### src/rtl/sio_pkg.sv
`default_nettype none

package sio_pkg;

    localparam int NumBytes = 16;
    localparam int IdxW     = 8;
    localparam int PtrW     = $clog2(NumBytes);

    localparam logic [7:0] UNLOCK_KEY    = 8'h55;
    localparam logic [7:0] LOCK_KEY      = 8'hAA;
    localparam logic [7:0] CHIP_ID_RESET = 8'h65;
    localparam logic [PtrW-1:0] CHIP_ID_BYTE = PtrW'(13);

    localparam logic [2:0] ADDR_CHIP_ID = 3'd0;

    localparam logic [7:0] BYTE_RESET [NumBytes] = '{
        8'h3A, 8'h9F, 8'hDC, 8'h78, 8'h00, 8'h00, 8'hFF, 8'h00,
        8'h00, 8'h00, 8'h00, 8'h00, 8'h00, CHIP_ID_RESET, 8'h01, 8'h00
    };

    localparam logic [9:0] COM1_BASE = 10'h3F8;
    localparam logic [9:0] COM2_BASE = 10'h2F8;
    localparam logic [9:0] THIRD_BASE  [4] = '{10'h338, 10'h3E8, 10'h3E8, 10'h220};
    localparam logic [9:0] FOURTH_BASE [4] = '{10'h238, 10'h2E8, 10'h2E0, 10'h228};
    localparam logic [9:0] LPT_BASE    [4] = '{10'h000, 10'h3BC, 10'h378, 10'h278};
    localparam logic [9:0] FDC_BASE_PRI = 10'h3F0;
    localparam logic [9:0] FDC_BASE_SEC = 10'h370;
    localparam logic [3:0] IRQ_ODD  = 4'd4;
    localparam logic [3:0] IRQ_EVEN = 4'd3;

    typedef struct packed {
        logic       opcode;
        logic       port_select;
        logic [7:0] write_data;
    } req_t;

    typedef struct packed {
        logic [7:0] read_data;
        logic       config_mode;
        logic       uart_a_enable;
        logic [9:0] uart_a_base;
        logic [3:0] uart_a_irq;
        logic       uart_b_enable;
        logic [9:0] uart_b_base;
        logic [3:0] uart_b_irq;
        logic [9:0] lpt_base;
        logic       fdc_enable;
        logic [9:0] fdc_base;
        logic [3:0] fdc_control;
    } rsp_t;

    typedef struct packed {
        logic capture;
        logic index_wr;
        logic data_wr;
        logic data_rd;
        logic mode;
    } cmd_t;

    typedef struct packed {
        logic write;
        logic data_port;
        logic unlock_key;
        logic lock_key;
    } status_t;

    typedef enum logic [2:0] {
        ST_LOCKED = 3'b001,
        ST_KEY1   = 3'b010,
        ST_OPEN   = 3'b100
    } state_t;

endpackage

`default_nettype wire

### src/rtl/superio_config_register_block_unit.sv
// channel    dir  handshake             payload
// request    in   req_valid/req_stall   req   (opcode, port_select, write_data)
// response   out  rsp_valid/rsp_stall   rsp   (read_data, config_mode, decodes)
// config     in   APB psel/penable      paddr[2:0], pwdata, prdata
//
// One request per cycle while req_stall is low; its response shows on rsp the cycle after acceptance.
// The response register is the only stage; req_stall follows a stalled response.
// Reset clears lock state, index and the config bytes to their defaults.
// Decoded fields reflect the config bytes after the request is applied.
`default_nettype none

module superio_config_register_block_unit
    import sio_pkg::*;
(
    input  wire logic        clk,
    input  wire logic        rst_n,
    input  wire logic        req_valid,
    output logic             req_stall,
    input  wire req_t        req,
    output logic             rsp_valid,
    input  wire logic        rsp_stall,
    output rsp_t             rsp,
    input  wire logic        psel,
    input  wire logic        penable,
    input  wire logic        pwrite,
    input  wire logic [2:0]  paddr,
    input  wire logic [31:0] pwdata,
    output logic      [31:0] prdata,
    output logic             pready
);

    cmd_t       cmd;
    status_t    status;
    logic       cfg_wr;
    logic [7:0] chip_id;

    assign pready = 1'b1;
    assign cfg_wr = psel & penable & pwrite & (paddr == ADDR_CHIP_ID);
    assign prdata = (paddr == ADDR_CHIP_ID) ? {24'h000000, chip_id} : 32'h0;

    sio_ctrl u_ctrl (
        .clk       (clk),
        .rst_n     (rst_n),
        .req_valid (req_valid),
        .req_stall (req_stall),
        .rsp_valid (rsp_valid),
        .rsp_stall (rsp_stall),
        .status    (status),
        .cmd       (cmd)
    );

    sio_datapath u_dp (
        .clk      (clk),
        .rst_n    (rst_n),
        .req      (req),
        .cmd      (cmd),
        .status   (status),
        .cfg_wr   (cfg_wr),
        .cfg_data (pwdata[7:0]),
        .chip_id  (chip_id),
        .rsp      (rsp)
    );

endmodule

`default_nettype wire

### src/rtl/sio_ctrl.sv
`default_nettype none

module sio_ctrl
    import sio_pkg::*;
(
    input  wire logic    clk,
    input  wire logic    rst_n,
    input  wire logic    req_valid,
    output logic         req_stall,
    output logic         rsp_valid,
    input  wire logic    rsp_stall,
    input  wire status_t status,
    output cmd_t         cmd
);

    state_t state_reg, state_next;
    logic   rsp_valid_reg, rsp_valid_next;
    logic   accept;

    assign req_stall = rsp_valid_reg & rsp_stall;
    assign accept    = req_valid & ~req_stall;
    assign rsp_valid = rsp_valid_reg;

    always_comb
    begin
        state_next   = state_reg;
        cmd          = '0;
        cmd.capture  = accept;
        if (accept)
        begin
            unique case (state_reg)
                ST_OPEN:
                begin
                    if (status.write && !status.data_port)
                    begin
                        if (status.lock_key)
                            state_next = ST_LOCKED;
                        else
                            cmd.index_wr = 1'b1;
                    end
                    else if (status.write)
                        cmd.data_wr = 1'b1;
                    else if (status.data_port)
                        cmd.data_rd = 1'b1;
                end
                ST_KEY1:
                begin
                    if (status.write && !status.data_port && status.unlock_key)
                        state_next = ST_OPEN;
                end
                ST_LOCKED:
                begin
                    if (status.write && !status.data_port && status.unlock_key)
                        state_next = ST_KEY1;
                end
                default:
                    state_next = ST_LOCKED;
            endcase
        end
        cmd.mode = (state_next == ST_OPEN);
    end

    assign rsp_valid_next = accept | (rsp_valid_reg & rsp_stall);

    always_ff @(posedge clk or negedge rst_n)
    begin
        if (!rst_n)
        begin
            state_reg     <= ST_LOCKED;
            rsp_valid_reg <= 1'b0;
        end
        else
        begin
            state_reg     <= state_next;
            rsp_valid_reg <= rsp_valid_next;
        end
    end

endmodule

`default_nettype wire

### src/rtl/sio_datapath.sv
`default_nettype none

module sio_datapath
    import sio_pkg::*;
(
    input  wire logic        clk,
    input  wire logic        rst_n,
    input  wire req_t        req,
    input  wire cmd_t        cmd,
    output status_t          status,
    input  wire logic        cfg_wr,
    input  wire logic [7:0]  cfg_data,
    output logic      [7:0]  chip_id,
    output rsp_t             rsp
);

    logic [7:0]      bytes_reg [NumBytes];
    logic [7:0]      bytes_next [NumBytes];
    logic [IdxW-1:0] idx_reg, idx_next;
    logic [7:0]      chip_id_reg, chip_id_next;
    rsp_t            rsp_reg, rsp_next;
    logic            in_range;
    logic [PtrW-1:0] ptr;

    function automatic void decode_uart(input logic [1:0] sel, input logic en,
                                        input logic [1:0] pair,
                                        output logic [9:0] base,
                                        output logic [3:0] irq);
        base = '0;
        irq  = '0;
        if (en)
        begin
            unique case (sel)
                2'd0:
                begin
                    base = COM1_BASE;
                    irq  = IRQ_ODD;
                end
                2'd1:
                begin
                    base = COM2_BASE;
                    irq  = IRQ_EVEN;
                end
                2'd2:
                begin
                    base = THIRD_BASE[pair];
                    irq  = IRQ_ODD;
                end
                default:
                begin
                    base = FOURTH_BASE[pair];
                    irq  = IRQ_EVEN;
                end
            endcase
        end
    endfunction

    assign status.write      = req.opcode;
    assign status.data_port  = req.port_select;
    assign status.unlock_key = (req.write_data == UNLOCK_KEY);
    assign status.lock_key   = (req.write_data == LOCK_KEY);

    assign in_range = (idx_reg[IdxW-1:PtrW] == '0);
    assign ptr      = idx_reg[PtrW-1:0];

    always_comb
    begin
        bytes_next   = bytes_reg;
        idx_next     = idx_reg;
        chip_id_next = chip_id_reg;
        if (cfg_wr)
        begin
            chip_id_next             = cfg_data;
            bytes_next[CHIP_ID_BYTE] = cfg_data;
        end
        if (cmd.index_wr)
            idx_next = req.write_data;
        if (cmd.data_wr && in_range)
            bytes_next[ptr] = req.write_data;
    end

    always_comb
    begin
        rsp_next             = '0;
        rsp_next.read_data   = (cmd.data_rd && in_range) ? bytes_reg[ptr] : 8'h00;
        rsp_next.config_mode = cmd.mode;
        rsp_next.uart_a_enable = bytes_next[2][2];
        decode_uart(bytes_next[2][1:0], bytes_next[2][2], bytes_next[1][6:5],
                    rsp_next.uart_a_base, rsp_next.uart_a_irq);
        rsp_next.uart_b_enable = bytes_next[2][6];
        decode_uart(bytes_next[2][5:4], bytes_next[2][6], bytes_next[1][6:5],
                    rsp_next.uart_b_base, rsp_next.uart_b_irq);
        rsp_next.lpt_base    = LPT_BASE[bytes_next[1][1:0]];
        rsp_next.fdc_enable  = bytes_next[0][4];
        rsp_next.fdc_base    = bytes_next[0][4]
                             ? (bytes_next[5][0] ? FDC_BASE_SEC : FDC_BASE_PRI)
                             : 10'h000;
        rsp_next.fdc_control = {bytes_next[5][5], bytes_next[5][4:3], bytes_next[3][1]};
    end

    always_ff @(posedge clk or negedge rst_n)
    begin
        if (!rst_n)
        begin
            bytes_reg   <= BYTE_RESET;
            idx_reg     <= '0;
            chip_id_reg <= CHIP_ID_RESET;
        end
        else
        begin
            bytes_reg   <= bytes_next;
            idx_reg     <= idx_next;
            chip_id_reg <= chip_id_next;
        end
    end

    always_ff @(posedge clk)
    begin
        if (cmd.capture)
            rsp_reg <= rsp_next;
    end

    assign rsp     = rsp_reg;
    assign chip_id = chip_id_reg;

endmodule

`default_nettype wire

### config.mk
export PLATFORM = sky130hd
export DESIGN_NAME = superio_config_register_block_unit
export DESIGN_NICKNAME = d
export VERILOG_FILES = /design/src/rtl/sio_pkg.sv /design/src/rtl/superio_config_register_block_unit.sv /design/src/rtl/sio_ctrl.sv /design/src/rtl/sio_datapath.sv
export SDC_FILE = /design/constraint.sdc
export NUM_CORES = 1
export LEC_CHECK = 0
export BUFFER_PORTS_ARGS = -buffer_cell sky130_fd_sc_hd__buf_2
export CAP_MARGIN = 20
export CORE_ASPECT_RATIO = 0.7
export CORE_UTILIZATION = 35
export CTS_BUF_LIST = sky130_fd_sc_hd__clkbuf_4
export DETAILED_ROUTE_END_ITERATION = 8
export PLACE_DENSITY_LB_ADDON = 0.3
export SLEW_MARGIN = 20
export SYNTH_ARGS = -nofsm -noshare
export SYNTH_HDL_FRONTEND = slang
export SYNTH_SLANG_ARGS = --single-unit
### constraint.sdc
create_clock -name clk -period 3.5 [get_ports clk]
set_input_delay 0.525 -clock clk [delete_from_list [all_inputs] [get_ports clk]]
set_output_delay 0.525 -clock clk [all_outputs]
set_load 0.005 [all_outputs]
* Word level (Yosys, flattened, before mapping)
Cells that the tools add are included.
** Operators by class
- Muxes and demuxes :: 37
- Shift-type cells :: 0
- Add/sub/neg operators :: 0
- $mul :: 0
- Bitwise logic cells :: 10
- Divide/modulo/power cells :: 0
- Reduce and logical (&&, ||, !) cells :: 12
- Magnitude comparators :: 4
- Equality and inequality tests :: 10
** Operators by type and width (number)
- $bwmux W128 :: 1
- $mux W125 :: 1
- $bmux W10 S2 :: 3
- $mux W10 :: 6
- $pmux W10 S3 :: 2
- $mux W8 :: 6
- $bmux W8 S4 :: 1
- $demux W8 S4 :: 1
- $mux W3 :: 9
- $pmux W3 S3 :: 1
- $eq A8 B7 Y1 const B :: 1
- $eq A8 B8 Y1 const B :: 1
- $eq A3 B3 Y1 const B :: 2
- $ge A3 B3 Y1 const B :: 2
- $not A2 Y3 :: 2
- $and A1 B1 Y1 :: 5
- $ge A5 B5 Y1 const B :: 1
- $logic_and A1 B1 Y1 :: 5
- $lt A5 B1 Y1 const B :: 1
- $mux W1 :: 5
- $not A4 Y5 :: 1
- $eq A2 B1 Y1 const B :: 2
- $eq A2 B2 Y1 const B :: 2
- $logic_not A2 Y1 :: 2
- 9 further kinds :: 10
** Storage, ports and cells
- Word-level logic and storage cells :: 110
- Bits of input ports :: 52
- Flip-flop bits (word level) :: 212
- Memories :: 0
- Output and inout bits :: 99
- Memory bits (read-only) :: 0
- Latch bits :: 0
- RAM bits :: 0

* Longest topological paths before layout
Gate-level depths: netlist (run 1).
- Depth after elaboration :: 12
- Gate-level depth with buffers :: 10
- Depth with buffers taken out :: 8

* By module
A second synthesis (run 1) with hierarchy kept.
** Unflattened totals
- Cells, all modules :: 589
- Area total of the unflattened synthesis :: 8800.9 um2
** By module, submodules not included
- sio_datapath :: instances 1, sequential area each 4729.5 um2, cells an instance 522, area each 8224.1 um2
- sio_ctrl :: instances 1, sequential area each 101.3 um2, cells an instance 30, area each 296.5 um2
- superio_config_register_block_unit :: instances 1, sequential area each 0.0 um2, cells an instance 37, area each 280.3 um2

* Worst setup path after synthesis (run 1)
Ideal clock, no wire load.
- Path type :: input-to-reg
- Start :: in rsp_stall
- End :: reg u_dp.rsp_reg, in the netlist u_dp.rsp[0], data pin
- Path buffers :: 1
- Stages on the path :: 8
- Setup time :: 263 ps
- Arrival :: 3074 ps
- Data required time :: 3237 ps
- Path slack :: 163 ps
- Path through :: nand2_1 > nand2_1 > inv_1 > nand4b_2 > or3_1 > clkbuf_1 > nor2_2 > mux2_2
** RTL lines
- from (decl) :: RTL line superio_config_register_block_unit.sv:21 : input wire logic rsp_stall,
- to (signal assigned) :: RTL line sio_datapath.sv:120 : rsp_reg <= rsp_next;
- to (decl) :: RTL line sio_datapath.sv:21 : rsp_t rsp_reg, rsp_next;

* Worst setup path in the final report (run 1)
- Start :: reg u_dp.idx_reg[1]
- End :: reg u_dp.bytes_reg[94] (netlist name)
** On the way
- Longest elaborated chain between the ends :: 6
- Elaborated cells on any way between the ends :: 7
- Those cells by class :: order compare: 2; mux: 3; bitwise: 1; reduce/logical: 1
** Ends and longest elaborated chain
- from (decl) :: RTL line sio_datapath.sv:19 : logic [IdxW-1:0] idx_reg, idx_next;
- from (signal assigned) :: RTL line sio_datapath.sv:112 : idx_reg <= idx_next;
- $not A4 Y5 (not written as such) * :: RTL line sio_datapath.sv:79 : bytes_next[ptr] = req.write_data;
- $ge A5 B5 Y1 (not written as such) / $lt A5 B1 Y1 (equally long branches) :: RTL line sio_datapath.sv:79
- $logic_and A1 B1 Y1 (not written as such) :: RTL line sio_datapath.sv:79
- $mux W8 (not written as such) :: RTL line sio_datapath.sv:79
- $demux W8 S4 * :: RTL line sio_datapath.sv:79
- $bwmux W128 * :: RTL line sio_datapath.sv:79
- to (signal assigned) :: RTL line sio_datapath.sv:111 : bytes_reg <= bytes_next;
- to (decl) :: RTL line sio_datapath.sv:17 : logic [7:0] bytes_reg [NumBytes];
Mark *: on every way between the ends. The rest lies on a longest branch, timed or not.
A chain may end at the register's enable or synchronous reset.

==> flow_metrics.tcl, run 1 <==
set metrics [dict create \
    status "finished, final reports clean" \
    grt_max_degree 92 \
    ctsHoldBuffers 0 \
    grt_pass1_vias 5110 \
    firstDrtPassIters 4 \
    synthCells 599 \
    area_growth_pct 10.1 \
    power_mw 3.76 \
    power_density_nw_per_um2 394 \
    drt_iter0_markers 342 \
    grt_overflow 0 \
    dieArea_um2 25500 \
    ir_drop_uv 177 \
    tns_ns 0 \
    cp-end-kind "register" \
    rr_endpoint "u_dp.bytes_reg[94]" \
    grtUsageTotal_pct 15.5 \
    reg2reg_depth 5 \
    highest-signal-layer "met5" \
    wl_met3_um 834 \
    cp.required_ns 3.96 \
    antenna_found_initial 2 \
    largest_reg_flops 128 \
    gp_congestion 0.772 \
    power.share.sequential_pct 60.5 \
    grt_pass1_wl_mm 29.3 \
    p_switching_mw 0.892 \
    postCtsSetupRepairBufs 0 \
    io_buffer_count 87 \
    hpwl_mm 13.2 \
    crit_type "register to register" \
    cap_viol_max_count 0 \
    synth_cell_types 45 \
    dr_total_vias 4901 \
    die_height_um 134 \
    die_width_um 190 \
    synth_edf_count 36 \
    wl_per_cell_um 19.0 \
    setup_viol 0 \
    cts-root-buf "clkbuf_4" \
    post_route_cells_drive_above_1_share_pct 51.5 \
    finalHoldViolCount 0 \
    coreArea_um2 24000 \
    drt-met1-wl_mm 8.99 \
    met2_length_mm 8.94 \
    rows 47 \
    final_max_slew_viol_count 0 \
    yosys_warnings 0 \
    p_int_mw 2.87 \
    min_period_ns 2.82 \
    rsz0062_at_grt "no" \
    clkPwrFrac_pct 33.6 \
    relSlewSlack_pct 41.0 \
    start_util_pct 36.2 \
    vias_per_cell 4.91 \
    async_reset_ff_share_pct 80.4 \
    path_max_fanout 12 \
    placedInstanceArea_um2 9260 \
    tightest_slew_ns 0.885 \
    drcViolationCount 0 \
    htreeDepth 4 \
    clock_path_buffers 2 \
    finalNetCount 719 \
    insertion_delay_ns 0.57 \
    leakagePower_nw 4.32 \
    seq_area_frac_synth_pct 55.6 \
    cts_sinks 184 \
    ff2ff_setup_slack_ns 0.68 \
    drt-total-wl_mm 18.9 \
    ys.flop_type "dfrtp_1" \
    timing.rr.start "u_dp.idx_reg[1]" \
    cts_resized 0 \
    syn_avg_cell_area_um2 14.5 \
    cp.arrival_ns 3.28 \
    cts_buffers 17 \
    finalCritPeriodShare_pct 80.6 \
    fin_worst_skew_ns 0.0277 \
    io_pins 151 \
    switching_share_pct 23.7 \
    min_path_type "input port to asynchronous set/reset pin" \
    diodes 0 \
    power_frac_comb_pct 5.9 \
    drtAntennaViolNets 0 \
    synth.cell_area_um2 8690 \
    max_freq_mhz 354 \
    synth_seq_cells 184 \
    start_kind "register" \
    clkTransAtPathRegs_ns 0.14 \
    fin_area_um2 9560 \
    cts_tree "done" \
]
## kinds of logic after synthesis
family	after synthesis	share of synthesized area [%]
DFF	184	55.6
xor gates and xnor gates	5	0.504
AOI/OAI and AO/OA	33	2.05
other	2	0.0865
buffers and inverters	97	6.57
and+or+nand+nor	99	6.87
muxes	179	28.3
## cell usage after synthesis, types with 4 or more instances
master | instances | area share [%]
nand2_1 | 15 | 0.65
o21ai_0 | 11 | 0.63
mux2_2 | 122 | 16
mux2i_1 | 12 | 1.4
nor2_2 | 8 | 0.58
inv_1 | 8 | 0.35
edfxtp_1 | 36 | 12
clkbuf_1 | 29 | 1.3
xnor2_1 | 4 | 0.40
buf_4 | 53 | 4.6
nor2b_1 | 16 | 1.2
nor2_1 | 16 | 0.69
dfrtp_1 | 111 | 32
a21oi_1 | 17 | 0.98
buf_2 | 6 | 0.35
dfstp_2 | 37 | 11
mux4_2 | 40 | 10
nand2b_1 | 7 | 0.50
and2_1 | 9 | 0.65
## worst max-delay path by stage
stage / startpoint / endpoint / slack [ns]
CTS: u_dp.idx_reg[1] / u_dp.bytes_reg[94] / 0.67
global placement: rsp_stall / u_dp.bytes_reg[89] / 0.61
floorplan: rsp_stall / u_dp.rsp[0] / 0.16
detailed placement: rsp_stall / u_dp.bytes_reg[88] / 0.53
finish: u_dp.idx_reg[1] / u_dp.bytes_reg[94] / 0.68
global route: u_dp.idx_reg[1] / u_dp.rsp[37] / 0.50
## worst max-delay path, cell delays in order, from the launching register on
cell and delay, ns:
dfrtp_1 0.60, buf_4 0.31, nor2b_1 0.24, nor3b_1 0.58, nand3b_1 0.55, mux2_2 0.43
## metal layers
metal | track usage (%) | vias to the layer above
met5 | 0 | -
met4 | 3.56 | 2
met3 | 3.51 | 12
met2 | 24.4 | 120
met1 | 21.9 | 2561
li1 | - | 2206
## through the flow
stage | utilization, % | setup WS [ns] | std cells | hold slack, ns
after floorplan | - | 0.163 | 636 | 0.229
after global placement | 38.6 | 0.611 | 966 | 0.459
after detailed placement | 38.6 | 0.533 | 966 | 0.474
after CTS | 39.8 | 0.668 | 998 | 0.0136
after global routing | 39.8 | 0.497 | 998 | 0.0250
final | 39.8 | 0.677 | 998 | 0.0252
## cells in the final DEF (no fill, tap or decap), types with 17 or more instances in the layout
cell type / count
edfxtp_1: 36
mux2_2: 122
mux4_2: 40
clkbuf_4: 21
conb_1: 39
dfrtp_1: 110
buf_2: 86
dfstp_2: 37
a21oi_1: 17
## cell type report
cell class / count / area, um2
fill: 2252 / 14400
sequential: 184 / 4830
multi-input combinational: 355 / 3420
timing repair buffer: 101 / 572
tap: 318 / 398
clock buffer: 21 / 158
clock inverter: 11 / 148
inverter: 8 / 30.0
## power groups by stage
stage / combinational [mW] / clock (mW) / sequential [mW]
2_1_floorplan: 0.146 / 0 / 2.31
3_3_place_gp: 0.219 / 0 / 2.32
3_5_place_dp: 0.227 / 0 / 2.32
4_1_cts: 0.228 / 1.31 / 2.28
5_1_grt: 0.249 / 1.41 / 2.28
6_report: 0.222 / 1.27 / 2.27
No activity file was read; power rests on OpenSTA's default activity.
==> run 2: changes to the inputs <==
Settings changed: ABC_AREA set to 1.
Clock period 3.5 ns to 2.4 ns, I/O delays scaled along.
==> run 2 against run 1 <==
  * The run now ends with DRC left
  * Synthesized cell count grew 60%
  * Register-to-register slack worse by 0.27 ns
  * Global-route usage rose by 2.2 points
  * Total power up 49%
  * Sequential power is 48% higher
  * Fmax rose by 42%
  * Sequential share of layout area is 1.5 points lower
  * Via count is 37% higher
  * Die area is 2.4% higher
  * Clock power rose by 37%
  * Largest cell class unchanged
  * Largest power group unchanged
==> flow_metrics.tcl, run 2 <==
set metrics [dict create \
    status "complete, but fails checks" \
    violations "DRC" \
    drt-total-wl_mm 22.1 \
    coreArea_um2 24800 \
    power_density_nw_per_um2 568 \
    cts_resized 0 \
    cts_buffers 17 \
    setup_viol 0 \
    rsz0062_at_grt "no" \
    layout_commonest_cell "nand2_1" \
    grtUsageTotal_pct 17.8 \
    drt_iter0_markers 450 \
    cap_viol_max_count 0 \
    dieArea_um2 26100 \
    synth_cell_types 35 \
    vias_per_cell 4.86 \
    antenna_found_initial 1 \
    max_freq_mhz 502 \
    hpwl_mm 15.4 \
    firstDrtPassIters 7 \
    die_width_um 193 \
    synth_edf_count 36 \
    cp-end-kind "register" \
    io_pins 151 \
    ir_drop_uv 233 \
    finalCritPeriodShare_pct 83.0 \
    seq_area_frac_synth_pct 54.3 \
    clock_path_buffers 2 \
    cp.arrival_ns 2.53 \
    final_util_pct 39.7 \
    crit_type "register to register" \
    ys.flop_type "dfrtp_1" \
    gp_congestion 0.846 \
    syn_avg_cell_area_um2 9.27 \
    largest_reg_flops 128 \
    netlist.top_cell.by_area "dfrtp_1" \
    synthCells 960 \
    tns_ns 0 \
    grt_overflow 0 \
    synth_commonest_cells "264 x nand2_1, 111 x dfrtp_1, 92 x o21ai_1" \
    synth_most_common_cell "nand2_1" \
    cts-root-buf "clkbuf_4" \
    synthTopCellsByArea "dfrtp_1 31%, edfxtp_1 12%, nand2_1 11%, dfstp_2 11%, a22oi_1 5.2%" \
    final_max_slew_viol_count 0 \
    async_reset_ff_share_pct 80.4 \
    cts_sinks 184 \
    drcViolationCount 16 \
    synth_seq_cells 184 \
    finalHoldViolCount 0 \
    post_route_cells_drive_above_1_share_pct 22.7 \
    grt_pass1_wl_mm 34.8 \
    start_kind "register" \
    finalNetCount 1098 \
    dr_total_vias 6736 \
    htreeDepth 4 \
    path_max_fanout 10 \
    netlist.area_leader.share_pct 31.2 \
    power_mw 5.59 \
    drtAntennaViolNets 0 \
    cp.required_ns 2.94 \
    rows 48 \
    wl_per_cell_um 16.0 \
    relSlewSlack_pct 63.2 \
    tightest_slew_ns 0.550 \
    insertion_delay_ns 0.61 \
    synth.cell_area_um2 8890 \
    min_period_ns 1.99 \
    min_path_type "input port to register" \
    io_buffer_count 87 \
    ff2ff_setup_slack_ns 0.41 \
    postCtsSetupRepairBufs 0 \
    area_growth_pct 10.7 \
    start_util_pct 35.9 \
    grt_pass1_vias 6097 \
    cts_tree "done" \
    leakagePower_nw 4.56 \
    grt_max_degree 52 \
    yosys_warnings 0 \
    die_height_um 135 \
    clkTransAtPathRegs_ns 0.16 \
    fin_worst_skew_ns 0.0376 \
    mostFrequentLayoutCells "264 x nand2_1, 111 x dfrtp_1, 92 x o21ai_1" \
]
-- run 2: per-layer routing --
layer,up-vias,part of all wire [%],track usage [%]
met3,15,5.0,4.09
met5,-,0,0
met2,193,42,24.8
met4,0,1.0,4.46
li1,3287,-,-
met1,3241,52,27.3
-- run 2: metrics by stage --
step	hold slack, ns	instance area (um2)	setup WS (ns)	cells
after floorplan	0.0644	9030	0.00928	997
after global routing	0.00621	9840	0.153	1385
after detailed placement	0.332	9490	0.428	1344
after CTS	0.00434	9840	0.379	1384
after global placement	0.328	9490	0.428	1344
final	0.0602	9840	0.409	1385
-- run 2: final timing paths --
kind / depth (start not counted) / end / startpoint
setup / recovery: 9 / u_dp.bytes_reg[20] / u_dp.idx_reg[5]
min in group asynchronous: 2 / u_dp.bytes_reg[59] / rst_n
hold reg to reg: 2 / u_dp.bytes_reg[75] / u_dp.bytes_reg[75]
setup reg to reg: 9 / u_dp.bytes_reg[20] / u_dp.idx_reg[5]
max in group asynchronous: 3 / u_dp.bytes_reg[112] / rst_n
hold / removal: 3 / u_dp.bytes_reg[16] / req[0]
-- run 2: worst max-delay path: stages, from the launching register on --
cell and delay (ns):
dfrtp_1 0.41, nor2_1 0.10, nand2_1 0.17, nor2_4 0.30, nand2_1 0.08, nor2_1 0.21
nand2_1 0.29, nand3_1 0.18, o21ai_0 0.12, inv_1 0.08
-- run 2: final cells by class --
| cell class | instances | area [um2] |
|---|---|---|
| fillers | 2517 | 15000 |
| flip-flops and latches | 184 | 4830 |
| multi-input cells | 647 | 3270 |
| repair buffers | 124 | 777 |
| well taps | 325 | 407 |
| inverters | 72 | 283 |
| clock inverters | 14 | 139 |
| clock buffers | 18 | 135 |
| diodes | 1 | 2.50 |
-- run 2: cell families (layout without fill, tap and decap cells) --
logic type                after synthesis  in the layout  synth area share (%)
and+or+nand+nor                       395            395                  21.0
AOI/OAI and AO/OA                     212            212                  14.0
DFF                                   184            184                  54.3
buffers and inverters                 166            228                  10.5
other                                   2             40                0.0844
xor gates and xnor gates                1              1                0.0985
-- run 2: timing repair --
action	4_1_cts	5_1_grt
endpoints found under the hold margin	53	0
setup endpoints to repair	0	0
hold buffers	8	0
-- run 2: power breakdown --
group / total [mW] / internal, mW / switching, mW
Combinational: 0.502 / 0.157 / 0.345
Clock: 1.74 / 0.558 / 1.18
Sequential: 3.36 / 3.31 / 0.0483
